$ cat src/rtl/core/fxa_mul.sv
`timescale 1ns / 1ps
`default_nettype none
module fxa_mul #(
   parameter int WORD_BITS = 32,
   parameter int FRAC_BITS = 8
) (
   input  wire logic                 clock,
   input  wire logic                 advance,
   input  wire logic [WORD_BITS-1:0] mag_a,
   input  wire logic [WORD_BITS-1:0] mag_b,
   input  wire logic                 neg,
   output logic [WORD_BITS-1:0]      prod_q_ff
);

   logic [2*WORD_BITS-1:0] prod_ff;
   logic                   neg_ff;
   logic [WORD_BITS-1:0]   rounded;

   assign rounded = prod_ff[WORD_BITS+FRAC_BITS-1:FRAC_BITS]
                  + WORD_BITS'(prod_ff[FRAC_BITS-1]);

   always_ff @(posedge clock) begin
      if (advance) begin
         prod_ff   <= mag_a * mag_b;
         neg_ff    <= neg;
         prod_q_ff <= neg_ff ? (~rounded + 1'b1) : rounded;
      end
   end

endmodule
`default_nettype wire

$ cat config.mk
export PLATFORM = sky130hd
export DESIGN_NAME = fxa_mul
export DESIGN_NICKNAME = d
export VERILOG_FILES = /design/src/rtl/core/fxa_mul.sv
export SDC_FILE = /design/constraint.sdc
export NUM_CORES = 2
export LEC_CHECK = 0
export ABC_CLOCK_PERIOD_IN_PS = 10900
export BUFFER_PORTS_ARGS = -buffer_cell sky130_fd_sc_hd__clkbuf_2
export CORE_MARGIN = 5
export CORE_UTILIZATION = 50
export CTS_BUF_LIST = sky130_fd_sc_hd__clkbuf_8
export CTS_CLUSTER_DIAMETER = 30
export DETAILED_ROUTE_END_ITERATION = 7
export HOLD_SLACK_MARGIN = 0.02
export PLACE_DENSITY = 0.74
export SLEW_MARGIN = 20
export SYNTH_ARGS = -nofsm -noshare
export SYNTH_HDL_FRONTEND = slang
export SYNTH_SLANG_ARGS = --single-unit
$ cat constraint.sdc
create_clock -name clock -period 10.9 [get_ports clock]
set_input_delay 1.09 -clock clock [delete_from_list [all_inputs] [get_ports clock]]
set_output_delay 1.09 -clock clock [all_outputs]
set_load 0.1 [all_outputs]
# Yosys cells after proc, flatten, opt, wreduce, memory -nomap -nowiden
# Index checks and enable logic that the tools add are counted.
# word_totals
ff_bits,73
output_inout_bits,32
wordCells,8
# op_classes
n_addsub,2
mul,1
n_mux,1
bitwise,1
# ops
op,n
multiplier 32 x 32 -> 40 bit,1
adder 32 x 1 -> 32 bit,1
"adder 32 x 1 -> 32 bit, second input constant",1
2-to-1 mux 32 bit,1
inverter 32 bit,1

# Longest topological paths before layout
# logic_depth
depth_word,4
mapped_depth,28
mapped_depth_nobuf,26

# Least setup slack after synthesis
# Ideal clock, no wire load.
# synth_timing
path_type,in2reg
from,input mag_a[11]
to,register prod_ff[36] (data pin)
setup_time_ps,262
t_arrival_ps,7860
t_required_ps,10638
path_slack_ps,2778
path_stages,27
n_path_buf,2
cell_sequence,clkbuf_1 > clkbuf_1 > and2_1 > fa_1 > fa_1 > fa_1 > inv_1 > fa_1 > inv_1 > fa_1 > inv_1 > fa_1 > inv_1 > fa_1 > inv_1 > fa_1 > inv_1 > ha_1 > a41oi_1 > a31oi_1 > o41ai_1 > nor2_1 > a211oi_1 > nand3_1 > a311oi_1 > o21bai_1 > xor2_1
# synth_via
elab_chain_cells,1
# synth_lines
element,line_no,rtl
"start, declared",9,"input wire logic [WORD_BITS-1:0] mag_a,"
multiplier 32 x 32 -> 40 bit,24,prod_ff <= mag_a * mag_b;
"end signal, assigned",24,
"end, declared",15,logic [2*WORD_BITS-1:0] prod_ff;
# No other way between the ends.
# A chain may end at the register's enable or synchronous reset.

# Worst setup path in the final report
# layout_timing
from,input mag_a[12]
to,register prod_ff[32] (data pin)
# The elaborated chain is that of the path after synthesis.

==> metrics.md <==
| Metric | Value |
|---|---|
| Status | finished clean |
| Minimum clock period | 8.716 ns |
| DRT Pass-1 Iters | 5 |
| Synth Instances | 2812 |
| CTS tree | done |
| Via density | 5.366 |
| Setup violators final | 0 |
| Crit end category | flip-flop |
| Worst slew pin tran | 0.9086 ns |
| Port Buffer Count | 98 |
| Hold path cells | 1 |
| Antenna Cells | 0 |
| Syn nets | 3646 |
| RSZ-0062 raised after global routing | false |
| Synth Area in Compound Gates | 3.475% |
| Worst Skew | 0.005340 ns |
| CP max FO | 28 |
| RR Endpoint | prod_q_ff[28]$_DFFE_PP_ |
| Die width | 238.2 um |
| Max incr delay on CP | 0.58 ns |
| Final hold vios | 0 |
| Post-Synth Adder-Cell Area | 54.84% |
| Share of cells above drive strength 1 | 5.468% |
| Initial antenna violation count | 1 |
| # hold bufs at CTS | 0 |
| Top cells by count, synth | inv_1 (628), fa_1 (623), nand2_1 (415) |
| Syn. warnings | 0 |
| Critical R2R Launch | prod_ff[7]$_DFFE_PP_ |
| Synth Area in XOR/XNOR | 4.374% |
| Fmax achieved | 114.7 MHz |
| Dominant cells by area after synthesis | fa_1 (48%), inv_1 (9.1%), and2_1 (9.0%) |
| Fin nets | 3627 |
| Post-CTS sizing | 0 |
| Main synth FF type | edfxtp_1 |
| Clock latency on the worst-skew pair | 0.34 ns |
| Drt wl/cell | 18.95 um |
| Main combinational cell family by area after synthesis | adder cells |
| Setup TNS | 0 ns |
| Clock sink count | 66 |
| Post-synth EDFFs | 66 |
| Mean post-synth cell area | 9.257 um^2 |
| Ports | 99 |
| Yosys top cell by area | fa_1 |
| Worst Hold End | prod_q_ff[0]$_DFFE_PP_ |
| Rows | 83 |
| Mux contribution to synthesized area | 0.1971% |
| Unique cell type count in the Yosys netlist | 74 |
| Post-synth top area share | 47.91% |
| Crit path from | mag_a[12] |
| Worst reg2reg path depth | 11 |
| RePlAce Congestion | 0.9386 |
| CP arrival | 8.85 ns |
| CP Launch Type | primary input |
| Async SR Flop Fraction | 0% |
| First-pass GRT wire length | 108000 um |
| Core Box Area | 0.05141 mm^2 |
| Die H | 238.2 um |
| GR Overflow Total | 0 |
| Area Growth Syn to Fin | 4.345% |
| Largest net degree at the start of global routing | 67 |
| Setup bufs post-CTS | 0 |
| Initial Utilization | 50.64% |
| Clk buf depth | 2 |
| Via count of the routed design | 18660 |
| Most common cell in the netlist | inv_1 |
| DP HPWL | 54760 um |
| Utilization after layout | 52.84% |
| CP Class | in -> reg |
| Slowest cell on the critical path | clkbuf_2 |
| Root Driver | clkbuf_8 |
| Post-synthesis simple-gate area fraction | 18.27% |
| Vias in the first global route | 20510 |
| Setup slack after layout | 2.184 ns |
| DRC Markers | 0 |
| Remaining antenna violation count | 0 |
| Max_cap viols | 0 |
| Die area | 0.05672 mm^2 |
| Worst hold path type | reg -> reg |
| Fin. max-slew vios | 0 |
| Initial DRC Count | 1314 |
| Yosys reg bits | 66 |
| TritonCTS Buffers | 9 |
| Synthesized cell area | 0.02603 mm^2 |
| Routed wire length | 65910 um |
| Hold Startpoint | prod_ff[8]$_DFFE_PP_ |
| Pre-CTS WS | 1.862 ns |
| Most Frequent Cell on Critical Path | fa_1 |
| WP data required | 11.03 ns |
| Final period utilization | 79.97% |
| Register area share after synthesis | 7.614% |
| Htree depth | 3 |
| Slew HR | 39.42% |
| GRT Util Overall | 23.89% |
| Clock Pin Slew Worst Setup and Hold Paths | 0.07 ns |
| R2r setup slk | 7.17 ns |
layer usage:
layer | vias up | wire [um] | GRT usage (%)
met2 | 773 | 31300 | 39.56
li1 | 8184 | - | -
met5 | - | 7 | 0
met3 | 158 | 5519 | 4.531
met4 | 2 | 2802 | 8.591
met1 | 9545 | 26280 | 31.74
logic make-up (layout without fill, tap and decap cells):
group	count (synthesis)	count (layout)
compound gates	130	130
xor+xnor	130	130
fa+ha+maj	767	767
buf+inv	775	761
flops	66	66
mux	5	5
simple gates	939	939
worst max-delay path by stage:
stage                       endpoint  slack [ns]  cells past startpoint
5_1_grt        prod_ff[36]$_DFFE_PP_        1.81                     26
4_1_cts        prod_ff[32]$_DFFE_PP_        2.22                     26
6_report       prod_ff[32]$_DFFE_PP_        2.18                     26
2_1_floorplan  prod_ff[36]$_DFFE_PP_        2.78                     27
3_3_place_gp   prod_ff[35]$_DFFE_PP_        1.97                     26
3_5_place_dp   prod_ff[32]$_DFFE_PP_        1.86                     26
cell type report:
cell class	count	area, um^2
clock inverter	7	93.84
timing repair buffer	116	625.6
sequential	66	1982
multi-input combinational	1971	21120
fill	4607	24240
inverter	629	2361
clock buffer	9	123.9
tap	680	850.8
sequential cells by signal, summed over array words and instances, names as in the netlist:
name,count
prod_q_ff,32
neg_ff,1
prod_ff,33
per-stage QoR:
step	area [um^2]	hold WS [ns]	std cells
3_3_place_gp	26940	0.5963	3462
3_5_place_dp	26940	0.5899	3462
4_1_cts	27160	0.6098	3478
6_report	27160	0.6119	3478
2_1_floorplan	26030	0.5569	2812
5_1_grt	27160	0.6626	3478
critical path: cells and delay by family:
family                     cells  cell delay, ns
and+or+nand+nor                3            0.47
buffers and inverters          7            0.90
AOI/OAI and AO/OA              7            2.08
adders and majority gates      9            4.30
cells in the final DEF (no fill, tap or decap), types with 21 or more instances in the layout:
| cell type | n |
|---|---|
| inv_1 | 628 |
| ha_1 | 144 |
| clkbuf_2 | 97 |
| edfxtp_1 | 66 |
| nor2_1 | 44 |
| xnor2_1 | 96 |
| o21ai_0 | 31 |
| fa_1 | 623 |
| xor2_1 | 34 |
| nand2_1 | 415 |
| and2_1 | 374 |
| a21oi_1 | 21 |
Power is not shown: default switching activity piles up to over one toggle a cycle in this logic, so the estimate is an artifact.
