--- src/rtl/core/fxa_div_stage.sv ---
`timescale 1ns / 1ps
`default_nettype none
module fxa_div_stage #(
   parameter int WORD_BITS = 32,
   parameter int FRAC_BITS = 8
) (
   input  wire logic                           clock,
   input  wire logic                           advance,
   input  wire logic [WORD_BITS-1:0]           rem,
   input  wire logic [WORD_BITS+FRAC_BITS-1:0] num,
   input  wire logic [WORD_BITS-1:0]           quo,
   input  wire logic [WORD_BITS-1:0]           den,
   output logic [WORD_BITS-1:0]                rem_ff,
   output logic [WORD_BITS+FRAC_BITS-1:0]      num_ff,
   output logic [WORD_BITS-1:0]                quo_ff,
   output logic [WORD_BITS-1:0]                den_ff
);

   logic [WORD_BITS:0] shifted;
   logic [WORD_BITS:0] diff;
   logic               take;

   assign shifted = {rem, num[WORD_BITS+FRAC_BITS-1]};
   assign diff    = shifted - {1'b0, den};
   assign take    = shifted >= {1'b0, den};

   always_ff @(posedge clock) begin
      if (advance) begin
         rem_ff <= take ? diff[WORD_BITS-1:0] : shifted[WORD_BITS-1:0];
         num_ff <= num << 1;
         quo_ff <= {quo[WORD_BITS-2:0], take};
         den_ff <= den;
      end
   end

endmodule
`default_nettype wire

--- config.mk ---
export PLATFORM = sky130hd
export DESIGN_NAME = fxa_div_stage
export DESIGN_NICKNAME = d
export VERILOG_FILES = /design/src/rtl/core/fxa_div_stage.sv
export SDC_FILE = /design/constraint.sdc
export NUM_CORES = 1
export LEC_CHECK = 0
export BUFFER_PORTS_ARGS = -buffer_cell sky130_fd_sc_hd__buf_2
export CAP_MARGIN = 20
export CORE_MARGIN = 8
export CORE_UTILIZATION = 50
export CTS_CLUSTER_SIZE = 10
export DETAILED_ROUTE_END_ITERATION = 8
export GPL_ROUTABILITY_DRIVEN = 0
export PLACE_DENSITY = 0.85
export SYNTH_ARGS = -nofsm -noshare
export SYNTH_HDL_FRONTEND = slang
export SYNTH_SLANG_ARGS = --single-unit
--- constraint.sdc ---
create_clock -name clock -period 5 [get_ports clock]
set_input_delay 0.75 -clock clock [delete_from_list [all_inputs] [get_ports clock]]
set_output_delay 0.75 -clock clock [all_outputs]
set_load 0.05 [all_outputs]
# Yosys cells after proc, flatten, opt, wreduce, memory -nomap -nowiden

Index checks and enable logic that the tools add are counted.

Register bits after elaboration: 135
Bits in latches: 0
Memory bits (writable): 0
Memory bits (read-only): 0
Bits of input ports: 138
Output and inout bits: 136
Word-level logic and storage cells: 7
Memories: 0

Add/sub/neg operators: 1
Multipliers: 0
Divide/modulo/power cells: 0
Magnitude comparators: 1
Equality and inequality tests: 0
Shift operators: 0
Muxes and demuxes: 1
Bitwise gates (word level): 0
Reduce and logical (&&, ||, !) cells: 0

Operators by type and width:

| operator       | number |
|---|---|
| $ge 33x32->1   | 1 |
| $mux 32        | 1 |
| $sub 32x32->32 | 1 |

# Depth between registers and ports, before layout

Depth in word-level cells: 2
Gate-level depth with buffers: 13
Gate-level depth less buffers: 11

# Worst setup path before layout

No wires, ideal clock.

Kind: input port to flip-flop
Start point: input den[23]
End point: register rem_ff[14], data pin
Setup time: 0.260 ns
Arrival: 2.842 ns
Required time: 4.740 ns
Setup slack: 1.898 ns
Stages: 11
Buffers on the path: 2
Path through: inv_1 -> ha_1 -> buf_6 -> and3_1 -> o21a_1 -> a311oi_2 -> o21ai_1 -> or3b_1 -> o21a_1 -> buf_6 -> mux2_4

Word-level cells in the longest chain between the ends: 2

Ends and longest elaborated chain:

| element                | RTL line | source |
|---|---|---|
| start: declaration     | 12       | `input wire logic [WORD_BITS-1:0] den,` |
| $ge 33x32->1           | 25       | `assign take = shifted >= {1'b0, den};` |
| $mux 32                | 29       | `rem_ff <= take ? diff[WORD_BITS-1:0] : shifted[WORD_BITS-1:0];` |
| end signal: assignment | 29       |  |
| end: declaration       | 13       | `output logic [WORD_BITS-1:0] rem_ff,` |

No other way between the ends.
A chain may end at the register's enable or synchronous reset.

# Final worst setup path

Start point: input den[2]
End point: register rem_ff[23], data pin

Word-level cells in the longest chain between the ends: 2
Elaborated cells between the ends (all ways): 3
Those cells by class: 1 x add/sub; 1 x order compare; 1 x mux

Ends and longest elaborated chain:

| element                                               | RTL line |
|---|---|
| $sub 32x32->32 / $ge 33x32->1 (equally long branches) | 24, 25 |
| $mux 32 *                                             | 29 |

Mark *: on every way between the ends. The rest lies on a longest branch, timed or not.

==> flow_summary.toml <==
[status]
status = "finished, final reports clean"

[sta]
drv_slew = 0
worst_slew_pin_slew_ns = 0.853
maxSlewHeadroom_pct = 43.1
finalSetupViolations = 0
tns_ns = 0
post-route-period-util_pct = 63.8
hold_viol = 0
fmax_mhz = 313
period_needed_ns = 3.19
rsz0062_at_grt = "false"

[power]
p_sw_uw = 1200
p_total_uw = 3580
clockPowerShare_pct = 34.3
p_leak_uw = 0.00380
power_switching_share_pct = 33.5
ir_drop_v = 0.000190
p_seq_share_pct = 39.5
power.density_nw_per_um2 = 423
p_comb_share_pct = 26.2
p_int_uw = 2380

[detailed_routing]
drt_iter0_markers = 362
wl_met2_um = 9960
wl_per_cell_um = 19.5
vias_per_cell = 5.27
finalWirelength_um = 18700
first_pass_iters = 5
drc_errors = 0
ant_nets = 0
drt-met1-wl_um = 6640
top_layer_used = "met5"
wl_met3_um = 1740
num_vias = 5034

[placement]
placement.io_buffers = 271
hpwl_um = 14300

[global_route]
grt_overflow_total = 0
grt_usage_pct = 21.9
grt_pass1_wl_um = 27600
antenna_found_initial = 2
grt_pass1_vias = 5052
grt_max_degree = 97

[hold_path]
hold_path_class = "input pin to register"
hold_depth = 1

[yosys]
netlist_area_um2 = 6390
syn_avg_cell_area_um2 = 12.9
synth_edf_count = 135
syn_inst = 496
ys_ff_latch = 135
yosysWarnings = 0
synth_flop_cell = "edfxtp_1"
seq_area_frac_synth_pct = 63.4
synthesis.nets = 667
async_flop_share_pct = 0
ys_types = 50

[worst_setup_path]
start_kind = "input pin"
crit_path_end_kind = "register"
cp_data_arrival_time_ns = 3.36
critPathMaxFanout = 5
required_ns = 5.17
worstSetupPathType = "input pin to register"

[final_layout]
layout-drive-gt1-share_pct = 40.7
fin_nets = 941
nFillCells = 870
final_util_pct = 67.3
layout_common_cells = "270 x buf_2, 135 x edfxtp_1, 54 x a21oi_1"
final_common_cell = "buf_2"
syn2layout_area_growth_pct = 32.4

[floorplan]
fp-row-count = 41
dieArea_um2 = 16700
core_area_um2 = 12600
die_y_um = 129
initial_core_util_pct = 50.9
die_width_um = 129
io_pins = 274

[clocking]
path_clk_slew_ns = 0.06
numCtsBuffers = 17
cts_sinks = 135
cts_hold_buf = 0
cts_setup_buffers = 0
ctsRootBufferMaster = "clkbuf_16"
ctsLongestPathBuffers = 2
cts_resized = 0
cts_max_level = 4
cts_tree = "done"

[job]
drv_cap = 0
## cells in the mapped netlist, types with 3 or more instances
master | n | area, um^2
nor2_1 | 37 | 139
xnor2_1 | 16 | 140
inv_1 | 46 | 173
nand3_1 | 8 | 40.0
nand2b_1 | 7 | 43.8
buf_6 | 5 | 56.3
and2_1 | 3 | 18.8
mux2_4 | 8 | 120
edfxtp_1 | 135 | 4050
o21bai_1 | 5 | 37.5
o31ai_1 | 7 | 52.6
o21ai_1 | 4 | 20.0
buf_2 | 5 | 25.0
a211oi_1 | 3 | 22.5
a21oi_1 | 54 | 270
a2111oi_0 | 3 | 26.3
xor2_1 | 10 | 87.6
clkbuf_1 | 6 | 22.5
ha_1 | 32 | 400
nand2_1 | 24 | 90.1
o21ai_0 | 17 | 85.1
o21a_1 | 6 | 45.0
nand4_1 | 8 | 50.1
a21o_1 | 8 | 60.1
nor3_1 | 3 | 15.0
## worst max-delay path, stage by stage
cell and delay [ns]:
buf_2 0.10, inv_1 0.05, ha_1 0.35, o21ai_0 0.17
a21oi_1 0.12, a2111oi_1 0.81, nor3_1 0.20, nor2_1 0.26
o21bai_1 0.13, xor2_1 0.15, mux2_4 0.26
## layer usage
layer,global-route usage (%),up-vias
met5,0,-
met4,8.43,2
met3,7.03,24
met2,40.0,233
met1,22.8,2388
li1,-,2387
## power by group through the flow
stage	registers, uW	clock network [uW]	logic (uW)
3_3_place_gp	1430	0	916
2_1_floorplan	1840	0	280
3_5_place_dp	1430	0	934
6_report	1410	1230	938
4_1_cts	1410	1240	941
5_1_grt	1420	1280	990
## worst paths after layout
| kind | start | end |
|---|---|---|
| worst max-delay path | den[2] | rem_ff[23] |
| worst min-delay path | quo[27] | quo_ff[28] |
## final cells by class
class	count	area, um^2	area share (%)
repair buffers	273	1390	16.4
multi-input cells	297	2050	24.2
well taps	172	215	2.54
inverters	46	173	2.04
clock buffers	18	429	5.07
clock inverters	14	150	1.77
diodes	1	2.50	0.0296
flip-flops and latches	135	4050	47.9
## metrics by stage
stage          hold slack, ns  cells  worst slack, ns  instance area (um^2)
2_1_floorplan           0.849    496             1.90                  6390
3_3_place_gp            0.928    923             1.54                  7880
3_5_place_dp            0.928    923             1.46                  7880
4_1_cts                 0.492    955             1.89                  8460
5_1_grt                 0.492    956             1.63                  8460
6_report                0.507    956             1.81                  8460
## registers in the layout, indices dropped and copies added (netlist names)
signal / cells
den_ff: 32
rem_ff: 32
quo_ff: 32
num_ff: 39
## cell families (layout without fill, tap and decap cells)
| family | count (synthesis) | count (layout) | share of synthesized area [%] |
|---|---|---|---|
| simple gates | 107 | 107 | 8.18 |
| fa+ha+maj | 33 | 33 | 6.58 |
| flops | 135 | 135 | 63.4 |
| buf+inv | 64 | 351 | 4.56 |
| xor+xnor | 26 | 26 | 3.56 |
| other cells | 1 | 2 | 0.0587 |
| mux | 10 | 10 | 2.19 |
| compound gates | 120 | 120 | 11.5 |
Note: power is estimated with default switching activity, not from simulation.
