===== src/rtl/core/fxa_pkg.sv =====
`timescale 1ns / 1ps
`default_nettype none
package fxa_pkg;

   typedef enum logic [3:0] {
      CMD_ADD      = 4'd0,
      CMD_SUB      = 4'd1,
      CMD_MUL      = 4'd2,
      CMD_DIV      = 4'd3,
      CMD_INC      = 4'd4,
      CMD_DEC      = 4'd5,
      CMD_FROM_INT = 4'd6,
      CMD_TO_INT   = 4'd7,
      CMD_COMPARE  = 4'd8
   } cmd_type;

   typedef struct packed {
      logic less;
      logic equal;
      logic greater;
      logic div_zero;
   } flags_type;

endpackage
`default_nettype wire


===== src/rtl/core/fxa_front.sv =====
`timescale 1ns / 1ps
`default_nettype none
module fxa_front import fxa_pkg::*; #(
   parameter int WORD_BITS = 32,
   parameter int FRAC_BITS = 8
) (
   input  wire logic                 clock,
   input  wire logic                 reset,
   input  wire logic                 advance,
   input  wire logic                 in_valid,
   input  wire logic [3:0]           command,
   input  wire logic signed [31:0]   operand_a,
   input  wire logic signed [31:0]   operand_b,
   output logic                      valid_ff,
   output cmd_type                   cmd_ff,
   output logic                      neg_ff,
   output logic [WORD_BITS-1:0]      res_ff,
   output flags_type                 flags_ff,
   output logic [WORD_BITS-1:0]      mag_a_ff,
   output logic [WORD_BITS-1:0]      mag_b_ff
);

   logic signed [WORD_BITS-1:0] a_w;
   logic signed [WORD_BITS-1:0] b_w;
   logic [WORD_BITS-1:0]        mag_a_in;
   logic [WORD_BITS-1:0]        mag_b_in;
   logic [WORD_BITS-1:0]        trunc_mag;
   logic [WORD_BITS-1:0]        res_in;
   flags_type                   flags_in;
   cmd_type                     cmd_in;

   assign a_w    = WORD_BITS'(operand_a);
   assign b_w    = WORD_BITS'(operand_b);
   assign cmd_in = cmd_type'(command);

   assign mag_a_in  = a_w[WORD_BITS-1] ? (~a_w + 1'b1) : a_w;
   assign mag_b_in  = b_w[WORD_BITS-1] ? (~b_w + 1'b1) : b_w;
   assign trunc_mag = mag_a_in >> FRAC_BITS;

   always_comb begin
      res_in   = '0;
      flags_in = '0;
      case (cmd_in)
         CMD_ADD:      res_in = a_w + b_w;
         CMD_SUB:      res_in = a_w - b_w;
         CMD_INC:      res_in = a_w + 1'b1;
         CMD_DEC:      res_in = a_w - 1'b1;
         CMD_FROM_INT: res_in = a_w << FRAC_BITS;
         CMD_TO_INT:   res_in = a_w[WORD_BITS-1] ? (~trunc_mag + 1'b1) : trunc_mag;
         CMD_DIV:      flags_in.div_zero = (b_w == '0);
         CMD_COMPARE: begin
            flags_in.less    = a_w < b_w;
            flags_in.equal   = a_w == b_w;
            flags_in.greater = a_w > b_w;
         end
         default: ;
      endcase
   end

   always_ff @(posedge clock) begin
      if (reset) begin
         valid_ff <= 1'b0;
      end else if (advance) begin
         valid_ff <= in_valid;
      end
   end

   always_ff @(posedge clock) begin
      if (advance) begin
         cmd_ff   <= cmd_in;
         neg_ff   <= a_w[WORD_BITS-1] ^ b_w[WORD_BITS-1];
         res_ff   <= res_in;
         flags_ff <= flags_in;
         mag_a_ff <= mag_a_in;
         mag_b_ff <= mag_b_in;
      end
   end

endmodule
`default_nettype wire


===== config.mk =====
export PLATFORM = sky130hd
export DESIGN_NAME = fxa_front
export DESIGN_NICKNAME = d
export VERILOG_FILES = /design/src/rtl/core/fxa_pkg.sv /design/src/rtl/core/fxa_front.sv
export SDC_FILE = /design/constraint.sdc
export NUM_CORES = 1
export LEC_CHECK = 0
export ABC_AREA = 1
export BUFFER_PORTS_ARGS = -buffer_cell sky130_fd_sc_hd__clkbuf_2
export CAP_MARGIN = 20
export CORE_MARGIN = 5
export CORE_UTILIZATION = 45
export DETAILED_ROUTE_END_ITERATION = 8
export PLACE_DENSITY = 0.69
export SLEW_MARGIN = 20
export SYNTH_ARGS = -nofsm -noshare
export SYNTH_HDL_FRONTEND = slang
export SYNTH_SLANG_ARGS = --single-unit

===== constraint.sdc =====
create_clock -name clock -period 2.3 [get_ports clock]
set_input_delay 0.115 -clock clock [delete_from_list [all_inputs] [get_ports clock]]
set_output_delay 0.115 -clock clock [all_outputs]
set_load 0.02 [all_outputs]

# --- After elaboration in Yosys (flattened, before gate mapping) ---
# Index checks and enable logic that the tools add are counted.
totals:
  latchBits: 0
  mem_count: 0
  output_inout_bits: 106
  register_bits: 106
  in_bits: 72
  rom_bits: 0
  mem_bits_rw: 0
  wordCells: 38
op_classes:
  n_lt_le_gt_ge: 2
  mux: 4
  n_div: 0
  addsub: 7
  n_eq_ne: 8
  bitwise: 4
  multipliers: 0
  shifts: 0
  reduce_logical: 2
op_table:
  columns: ["operator", "n"]
  rows:
  - ["$pmux W32 S6", 1]
  - ["$add A32 B1 Y32 const B", 4]
  - ["$mux W32", 2]
  - ["$not A32 Y32", 2]
  - ["$add A32 B32 Y32", 1]
  - ["$eq A32 B32 Y1", 1]
  - ["$gt A32 B32 Y1", 1]
  - ["$logic_not A32 Y1", 1]
  - ["$lt A32 B32 Y1", 1]
  - ["$not A24 Y32", 1]
  - ["$sub A32 B1 Y32 const B", 1]
  - ["$sub A32 B32 Y32", 1]
  - ["$mux W31", 1]
  - ["$eq A4 B3 Y1 const B", 4]
  - ["$eq A4 B1 Y1 const B", 1]
  - ["$eq A4 B2 Y1 const B", 1]
  - ["$eq A4 B4 Y1 const B", 1]
  - ["$logic_not A4 Y1", 1]
  - ["$xor A1 B1 Y1", 1]

# --- Logic depth before layout (Yosys ltp) ---
# Gate-level depths: netlist of the first run.
depth:
  word_depth: 7
  depth_mapped: 24
  depth_no_buf: 22

# --- Worst setup path after synthesis of the first run ---
# No wires, ideal clock.
synth_path:
  kind: "input -> register"
  startpoint: "input operand_a[0]"
  endpoint: "register res_ff[26], data pin"
  cell_stages: 18
  path_buffers: 0
  setup_slack_ps: 29
  t_arrival_ps: 2005
  t_required_ps: 2035
  path_cell_list: "inv_1 ha_1 nand2_1 nor2_2 nor2_1 nand2_1 nand2_1 inv_1 ha_1 nand3_1 nor2_1 nand2_1 nor2_1 nand2_1 nor2_1 nand3_1 nand2_1 nand4_1"
synth_between:
  elab_chain_len: 7
synth_rtl:
  columns: ["item", "line_no", "source"]
  rows:
  - ["start: declaration", "fxa_front.sv:12", "input wire logic signed [31:0] operand_a,"]
  - ["$not A32 Y32", "fxa_front.sv:36", "assign mag_a_in = a_w[WORD_BITS-1] ? (~a_w + 1'b1) : a_w;"]
  - ["$add A32 B1 Y32", "fxa_front.sv:36", null]
  - ["$mux W32", "fxa_front.sv:36", null]
  - ["named net mag_a_in[8]", "fxa_front.sv:25", "logic [WORD_BITS-1:0] mag_a_in;"]
  - ["$not A24 Y32", "fxa_front.sv:49", "CMD_TO_INT: res_in = a_w[WORD_BITS-1] ? (~trunc_mag + 1'b1) : trunc_mag;"]
  - ["$add A32 B1 Y32", "fxa_front.sv:49", null]
  - ["$mux W32", "fxa_front.sv:49", null]
  - ["$pmux W32 S6", "fxa_front.sv:43", "case (cmd_in)"]
  - ["named net res_in[26]", "fxa_front.sv:28", "logic [WORD_BITS-1:0] res_in;"]
  - ["end signal: assignment", "fxa_front.sv:72", "res_ff <= res_in;"]
  - ["end: declaration", "fxa_front.sv:17", "output logic [WORD_BITS-1:0] res_ff,"]
# The timed path passes the listed nets, and every way through them passes these cells.
# A chain may end at the register's enable or synchronous reset.

# --- Final worst setup path of the first run ---
layout_path:
  startpoint: "input operand_a[14]"
  endpoint: "register res_ff[21], data pin"
layout_between:
  elab_chain_len: 7
layout_rtl:
  columns: ["item", "line_no"]
  rows:
  - ["$not A32 Y32", "fxa_front.sv:36"]
  - ["$add A32 B1 Y32", "fxa_front.sv:36"]
  - ["$mux W32", "fxa_front.sv:36"]
  - ["$not A24 Y32", "fxa_front.sv:49"]
  - ["$add A32 B1 Y32", "fxa_front.sv:49"]
  - ["$mux W32", "fxa_front.sv:49"]
  - ["$pmux W32 S6 (*)", "fxa_front.sv:43"]
  - ["named net res_in[21]", "fxa_front.sv:28"]
# Mark *: on every way through the listed nets, which the timed path passes. The rest lies on a longest branch.

==> qor.txt, run 1 <==
outcome -> finished clean
gr ovfl total -> 0
Synth top area share -> 0.2510
CTS tree -> yes
Root Driver -> clkbuf_16
gr usage total -> 0.3679
antenna cells -> 0
share of cells above drive strength 1 -> 0.3038
synth top area cells -> edfxtp_1 25%, nand2_1 17%, nand3_1 9.1%
Peak VDD IR -> 346.7 µV
slowest stage cell, crit path -> ha_1
Final Hold Fails -> 0
total CTS buffers -> 9
Area growth, synth to finish -> 47.02%
sequential-to-total area share from yosys stat -> 0.2526
post-synthesis sequential element count -> 106
synthesized area per cell -> 6.066 µm²
Rows -> 61
Worst Max-Slew Pin Slew -> 0.7329 ns
met1 Usage GRT -> 0.4723
crit path time final -> 2.281 ns
Post-synth EDFFs -> 105
clock latency at the later pin of the worst-skew pair -> 0.38 ns
vias in the first global route -> 16310
H-tree levels -> 3
CP top delay family -> buffers and inverters
GRT Max-Usage Layer -> met2
part of the cycle the worst path needs -> 0.9918
Final Skew -> 0 ns
die footprint -> 0.03136 mm²
DR vias -> 17100
setup TNS -> 0 ns
cells on worst reg2reg path -> 3
RSZ-0062 raised after global routing -> true
slew margin rel. -> 0.5114
DRT iter0 DRCs -> 1698
Critical Path Fanout Max -> 4
CP Data Required Time -> 2.45 ns
most instantiated library cell after synthesis -> nand2_1
Netlist Area Pre-Place -> 0.01256 mm²
Reg2Reg Launch Point -> valid_ff
area leader, netlist -> edfxtp_1
post-route cell area -> 0.01847 mm²
Post-DP HPWL -> 49.41 mm
number of buffers added on ports -> 177
Die W -> 177.1 µm
Distinct cells, synth -> 49
critical path class -> input pin to flip-flop
end of the worst register-to-register path -> valid_ff
Num Clock Sinks -> 106
routed vias/inst -> 5.464
YS warnings -> 0
routing usage on met2 -> 0.6078
Max-Cap Viols -> 0
Hold WC Path Type -> input pin to flip-flop
Worst R2R Setup Slack -> 1.17 ns
Worst Hold End -> cmd_ff[2]
crit path DAT -> 2.43 ns
CTS clock-pin slew for the worst setup and hold paths -> 0.09 ns
critical path capture point type -> flip-flop
sequential cell area -> 0.003173 mm²
Startpoint Class -> input pin
Synth Flop Type -> edfxtp_1
Final GP Congestion -> 1.084
Ports -> 178
hold path start -> command[2]
initial antenna violation count -> 2
first-pass GRT wire length -> 88.70 mm
Leakage -> 9.468 nW
Min-Delay Path Depth -> 2
largest net degree at the start of global routing -> 55
f_max -> 438.4 MHz
GR Util met3 -> 0.05661
fillers -> 2594
cells after synthesis -> 2071
1st-pass router iterations -> 6
placed instance area -> 0.01780 mm²
Crit. path cell count -> 17
Die H -> 177.1 µm
drc violations -> 0
DR WL/cell -> 18.97 µm
Slew Limit Fails -> 0
CTS Buffer Depth -> 2
pwr/cell area -> 417.5 mW/mm²
Initial Util -> 0.4535
Crit path largest cell delay -> 0.33 ns
ys async rst share -> 0
CP bufs+invs -> 6
Setup Viol. Count Final -> 0
core box area -> 0.02771 mm²
DRT antenna net count -> 0
Multi-input gate area -> 0.008426 mm²
CP cell instances -> clkbuf_2 -> ha_1 -> buf_4 -> nor2_1 -> nor2_1 -> buf_4 -> o21ai_0 -> a21oi_1 -> o211ai_1 -> buf_4 -> nand2_1 -> nand2_1 -> o21ai_1 -> inv_1 -> nand3_1 -> inv_1 -> nand2_1
utilization after layout -> 0.6667
Synthesized Nets -> 2212
drt total wl -> 59.38 mm
NumNets Final -> 2888
commonest cells in the netlist -> 562 x nand2_1, 300 x nor2_1, 272 x inv_1
==> report_power, final <==
| part | switching, mW | internal [mW] |
|---|---|---|
| registers | 0.0611 | 2.35 |
| logic | 2.11 | 1.45 |
| clock network | 0.947 | 0.794 |
==> worst max path at each step <==
stage,from,to
after floorplan,operand_a[0],res_ff[26]
after global placement,operand_a[8],res_ff[13]
after detailed placement,operand_a[0],res_ff[19]
after CTS,operand_a[8],res_ff[13]
after global routing,operand_a[0],res_ff[20]
final,operand_a[14],res_ff[21]
==> per-layer routing <==
layer / vias to the layer above / part of all wire
met5: - / 0.00044
met4: 4 / 0.056
met3: 202 / 0.099
met2: 946 / 0.45
met1: 7771 / 0.40
li1: 8179 / -
==> stage by stage <==
| step | worst slack, ns | std cells | hold slack, ns | power, mW |
|---|---|---|---|---|
| 4_1_cts | 0.008805 | 3128 | 0.02810 | 7.583 |
| 3_3_place_gp | -0.4210 | 3110 | 0.2752 | 5.795 |
| 5_1_grt | -0.04738 | 3130 | 0.02913 | 8.087 |
| 3_5_place_dp | -0.5071 | 3110 | 0.2754 | 5.833 |
| 2_1_floorplan | 0.02938 | 2071 | 0.1874 | 4.023 |
| 6_report | 0.01880 | 3130 | 0.03931 | 7.711 |
==> cell type report <==
| type | count | share of cell area |
|---|---|---|
| inverter | 280 | 0.05690 |
| multi-input combinational | 1632 | 0.4562 |
| tap | 378 | 0.02561 |
| sequential | 106 | 0.1718 |
| timing repair buffer | 718 | 0.2723 |
| clock buffer | 9 | 0.01219 |
| clock inverter | 7 | 0.005013 |
==> logic make-up after synthesis <==
| group | share of synthesized area |
|---|---|
| XOR/XNOR | 0.03277 |
| buffers and inverters | 0.1018 |
| adder cells (fa/ha/maj) | 0.06991 |
| flip-flops | 0.2526 |
| AO/OA/AOI/OAI | 0.1455 |
| multiplexers | 0.0007968 |
| AND/OR/NAND/NOR | 0.3967 |
==> cell usage in the layout (no fill, tap or decap), types with 4 or more instances in the layout <==
master | Yosys | final
o211ai_1 | 9 | 9
buf_4 | 1 | 534
a21oi_1 | 142 | 130
nor3_1 | 20 | 18
o21ai_1 | 7 | 18
o21a_1 | 5 | 5
or2_2 | 6 | 6
nand3_1 | 229 | 222
ha_2 | 0 | 4
nand2_1 | 562 | 551
a41oi_1 | 5 | 5
o2111ai_1 | 6 | 6
nor4_1 | 6 | 6
a31oi_1 | 6 | 6
nor2_2 | 5 | 32
clkbuf_2 | 0 | 173
nand3b_1 | 5 | 5
xor2_1 | 46 | 45
and2_1 | 8 | 8
nor2_1 | 300 | 267
o21ai_0 | 110 | 97
nor2_4 | 3 | 9
clkinv_1 | 4 | 4
nand2_2 | 3 | 13
ha_1 | 67 | 61
edfxtp_1 | 105 | 105
nand4_1 | 37 | 37
a21oi_2 | 0 | 12
o21bai_1 | 15 | 12
nand3_2 | 0 | 7
a21o_1 | 7 | 7
inv_1 | 272 | 270
buf_12 | 0 | 6
clkbuf_16 | 0 | 9
inv_2 | 4 | 6
==> sequential cells by signal, summed over array words and instances, names as in the netlist <==
| name | cells |
|---|---|
| mag_a_ff | 32 |
| mag_b_ff | 32 |
| res_ff | 32 |
| cmd_ff | 4 |
| flags_ff | 4 |
| neg_ff | 1 |
| valid_ff | 1 |
==> worst reg2reg max path, cell delays in order (launching register included) <==
cell and delay, ns:
dfxtp_1 0.32, mux2i_1 0.12, nor2_1 0.05, dlygate4sd3_1 0.54
==> repair_timing <==
item | in CTS | in global routing
buffers inserted | 0 | 2
resized for setup | 14 | 93
endpoints found under the hold margin | 1 | 0
pin swaps | 0 | 14
hold buffers | 2 | 0
setup endpoints to repair | 16 | 26
(Power assumes the default switching activity.)
==> run 2: changes to the inputs <==
Settings changed: BUFFER_PORTS_ARGS -buffer_cell sky130_fd_sc_hd__clkbuf_2 to -buffer_cell sky130_fd_sc_hd__buf_2, HOLD_SLACK_MARGIN set to 0.08.
==> qor.txt, run 2 (same netlist as run 1, synthesis figures left out) <==
initial antenna violation count -> 0 (-2)
Die H -> 177.1 µm (unchanged)
total CTS buffers -> 9 (unchanged)
critical path class -> input pin to flip-flop
logic gate share of total power -> 0.468 (+0.006)
Post-DP HPWL -> 50.96 mm (+3.1%)
Area growth, synth to finish -> 47.35%
Crit path largest cell delay -> 0.42 ns (+0.09 ns)
die footprint -> 0.03136 mm² (unchanged)
GRT Max-Usage Layer -> met2
Num Clock Sinks -> 106 (unchanged)
internal power -> 4.614 mW (+0.41%)
CTS Buffer Depth -> 2 (unchanged)
Slew Limit Fails -> 0 (unchanged)
Leakage -> 9.445 nW (-0.24%)
slew margin rel. -> 0.6422 (+0.1308)
number of buffers added on ports -> 177 (unchanged)
CTS clock-pin slew for the worst setup and hold paths -> 0.09 ns (about the same)
share of cells above drive strength 1 -> 0.2988 (-0.004974)
placed cells -> 3109 (-0.032%)
Rows -> 61 (unchanged)
antenna cells -> 0 (unchanged)
Final Skew -> 0 ns (unchanged)
f_max -> 445.2 MHz (+1.6%)
Critical Path Fanout Max -> 8 (+4)
Final Non-Filler Cells -> 3139 (+0.29%)
CP Data Required Time -> 2.44 ns (about the same)
drc violations -> 1 (+1)
Worst R2R Setup Slack -> 1.17 ns (about the same)
Setup Viol. Count Final -> 0 (unchanged)
Final GP Congestion -> 1.025 (-5.4%)
Clk pwr share -> 0.222 (-0.004)
clock latency at the later pin of the worst-skew pair -> 0.38 ns (about the same)
sequential cell area -> 0.003173 mm² (unchanged)
routing usage on met2 -> 0.6287 (+0.02091)
CTS tree -> yes
outcome -> complete, but fails checks
Hold WC Path Type -> input pin to flip-flop
critical path capture point type -> flip-flop
Die W -> 177.1 µm (unchanged)
Final Hold Fails -> 0 (unchanged)
most frequent cells in the layout -> 552 x nand2_1, 536 x buf_4, 274 x nor2_1, 271 x inv_1, 224 x nand3_1
Max-Cap Viols -> 0 (unchanged)
pwr/cell area -> 418.2 mW/mm² (+0.17%)
H-tree levels -> 3 (unchanged)
met1 Usage GRT -> 0.4827 (+0.01042)
DR WL/cell -> 19.35 µm (+2.0%)
most common cell after layout, fill and taps aside -> nand2_1
P_sw -> 3.127 mW (+0.37%)
GR Util met3 -> 0.05832 (+0.001709)
fillers -> 2562 (-1.2%)
core box area -> 0.02771 mm² (unchanged)
Top Registers -> mag_a_ff (32), mag_b_ff (32), res_ff (32)
Net Sw Frac -> 0.4039 (about the same)
Peak VDD IR -> 323.3 µV (-6.7%)
1st-pass router iterations -> 7 (+1)
largest net degree at the start of global routing -> 49 (-11%)
vias in the first global route -> 16550 (+1.5%)
slowest stage cell, crit path -> ha_1
DRT iter0 DRCs -> 1836 (+8.1%)
Worst Max-Slew Pin Slew -> 0.5311 ns (-0.2019 ns)
Startpoint Class -> input pin
NumNets Final -> 2897 (+0.31%)
Ports -> 178 (unchanged)
DRT antenna net count -> 0 (unchanged)
DR vias -> 17200 (+0.60%)
Root Driver -> clkbuf_16
drt total wl -> 60.73 mm (+2.3%)
CP cell instances -> buf_2 -> ha_1 -> nor2_1 -> inv_1 -> o21ai_0 -> a21oi_1 -> o211ai_1 -> nand2_1 -> nand2_1 -> o21ai_0 -> inv_1 -> nand3_1 -> inv_1 -> nand2_1
Flop pwr share -> 0.310 (-0.002)
first-pass GRT wire length -> 90.56 mm (+2.1%)
crit path DAT -> 2.39 ns (-0.04 ns)
Multi-input gate area -> 0.008367 mm² (-0.70%)
Initial Util -> 0.4535 (unchanged)
part of the cycle the worst path needs -> 0.9766 (-0.01519)
failing checks -> design-rule violations
Fin Hold WS -> 0.1128 ns (+0.07351 ns)
crit path time final -> 2.246 ns (-0.03493 ns)
gr ovfl total -> 0 (unchanged)
gr usage total -> 0.3768 (+0.008879)
routed vias/inst -> 5.481 (+0.31%)
[run 2: cell count changes in the layout (fill, tap and decap cells not counted), moves of 3 or more]
cell           before  now
a21oi_1           130  137
a21oi_2            12    5
buf_2               3  176
clkbuf_2          173    0
dlygate4sd3_1       2    7
ha_1               61   57
ha_2                4    9
nand3_2             7    4
nor2_1            267  274
nor2_2             32   27
o21ai_1            18   14
o21bai_2            3    0
[run 2: worst max-delay path, delay by kind of cell]
kind                       cells  cell delay, ns
adders and majority gates      1            0.42
buffers and inverters          4            0.42
and+or+nand+nor                5            0.55
AOI/OAI and AO/OA              4            0.86
[run 2: power by group through the flow]
stage	logic [mW]	registers (mW)	clock network, mW
after floorplan	1.34	2.69	0
after CTS	3.47	2.40	1.73
after global routing	3.88	2.42	1.82
after global placement	3.40	2.44	0
final	3.62	2.40	1.72
after detailed placement	3.44	2.44	0
[run 2: per-layer routing]
layer	vias up	part of all wire
met2	954	0.46
met4	0	0.051
met1	7877	0.40
met3	186	0.092
met5	-	0
li1	8187	-
[run 2: final cells by class]
| type | count | area share |
|---|---|---|
| Clock buffer | 9 | 0.01217 |
| Clock inverter | 7 | 0.004596 |
| Inverter | 280 | 0.05691 |
| Multi-Input combinational cell | 1632 | 0.4520 |
| Sequential cell | 106 | 0.1714 |
| Tap cell | 378 | 0.02555 |
| Timing Repair Buffer | 727 | 0.2774 |
[run 2: per-stage QoR]
stage	setup slack, ns	setup TNS (ns)	instance area [µm²]	total power [mW]	util
after floorplan	0.02938	0	12560	4.023	-
after global routing	-0.02010	-0.04975	18510	8.119	0.6682
after detailed placement	-0.5108	-11.32	17820	5.886	0.6432
final	0.05373	0	18510	7.741	0.6682
after CTS	-0.01089	-0.01089	18210	7.604	0.6573
after global placement	-0.4264	-8.528	17820	5.842	0.6432
[run 2: path summary, 6_finish.rpt]
check               end  cells after the start           from
max          res_ff[21]                     14  operand_a[15]
min           cmd_ff[1]                      2     command[1]
max reg2reg    valid_ff                      3       valid_ff
min reg2reg    valid_ff                      3       valid_ff
[run 2: repair_timing]
item,in CTS,in global routing
endpoints found under the setup margin,16,29
setup buffers,0,7
resized for setup,6,84
hold buffers,7,0
pin swaps,0,15
hold endpoints to repair,6,0
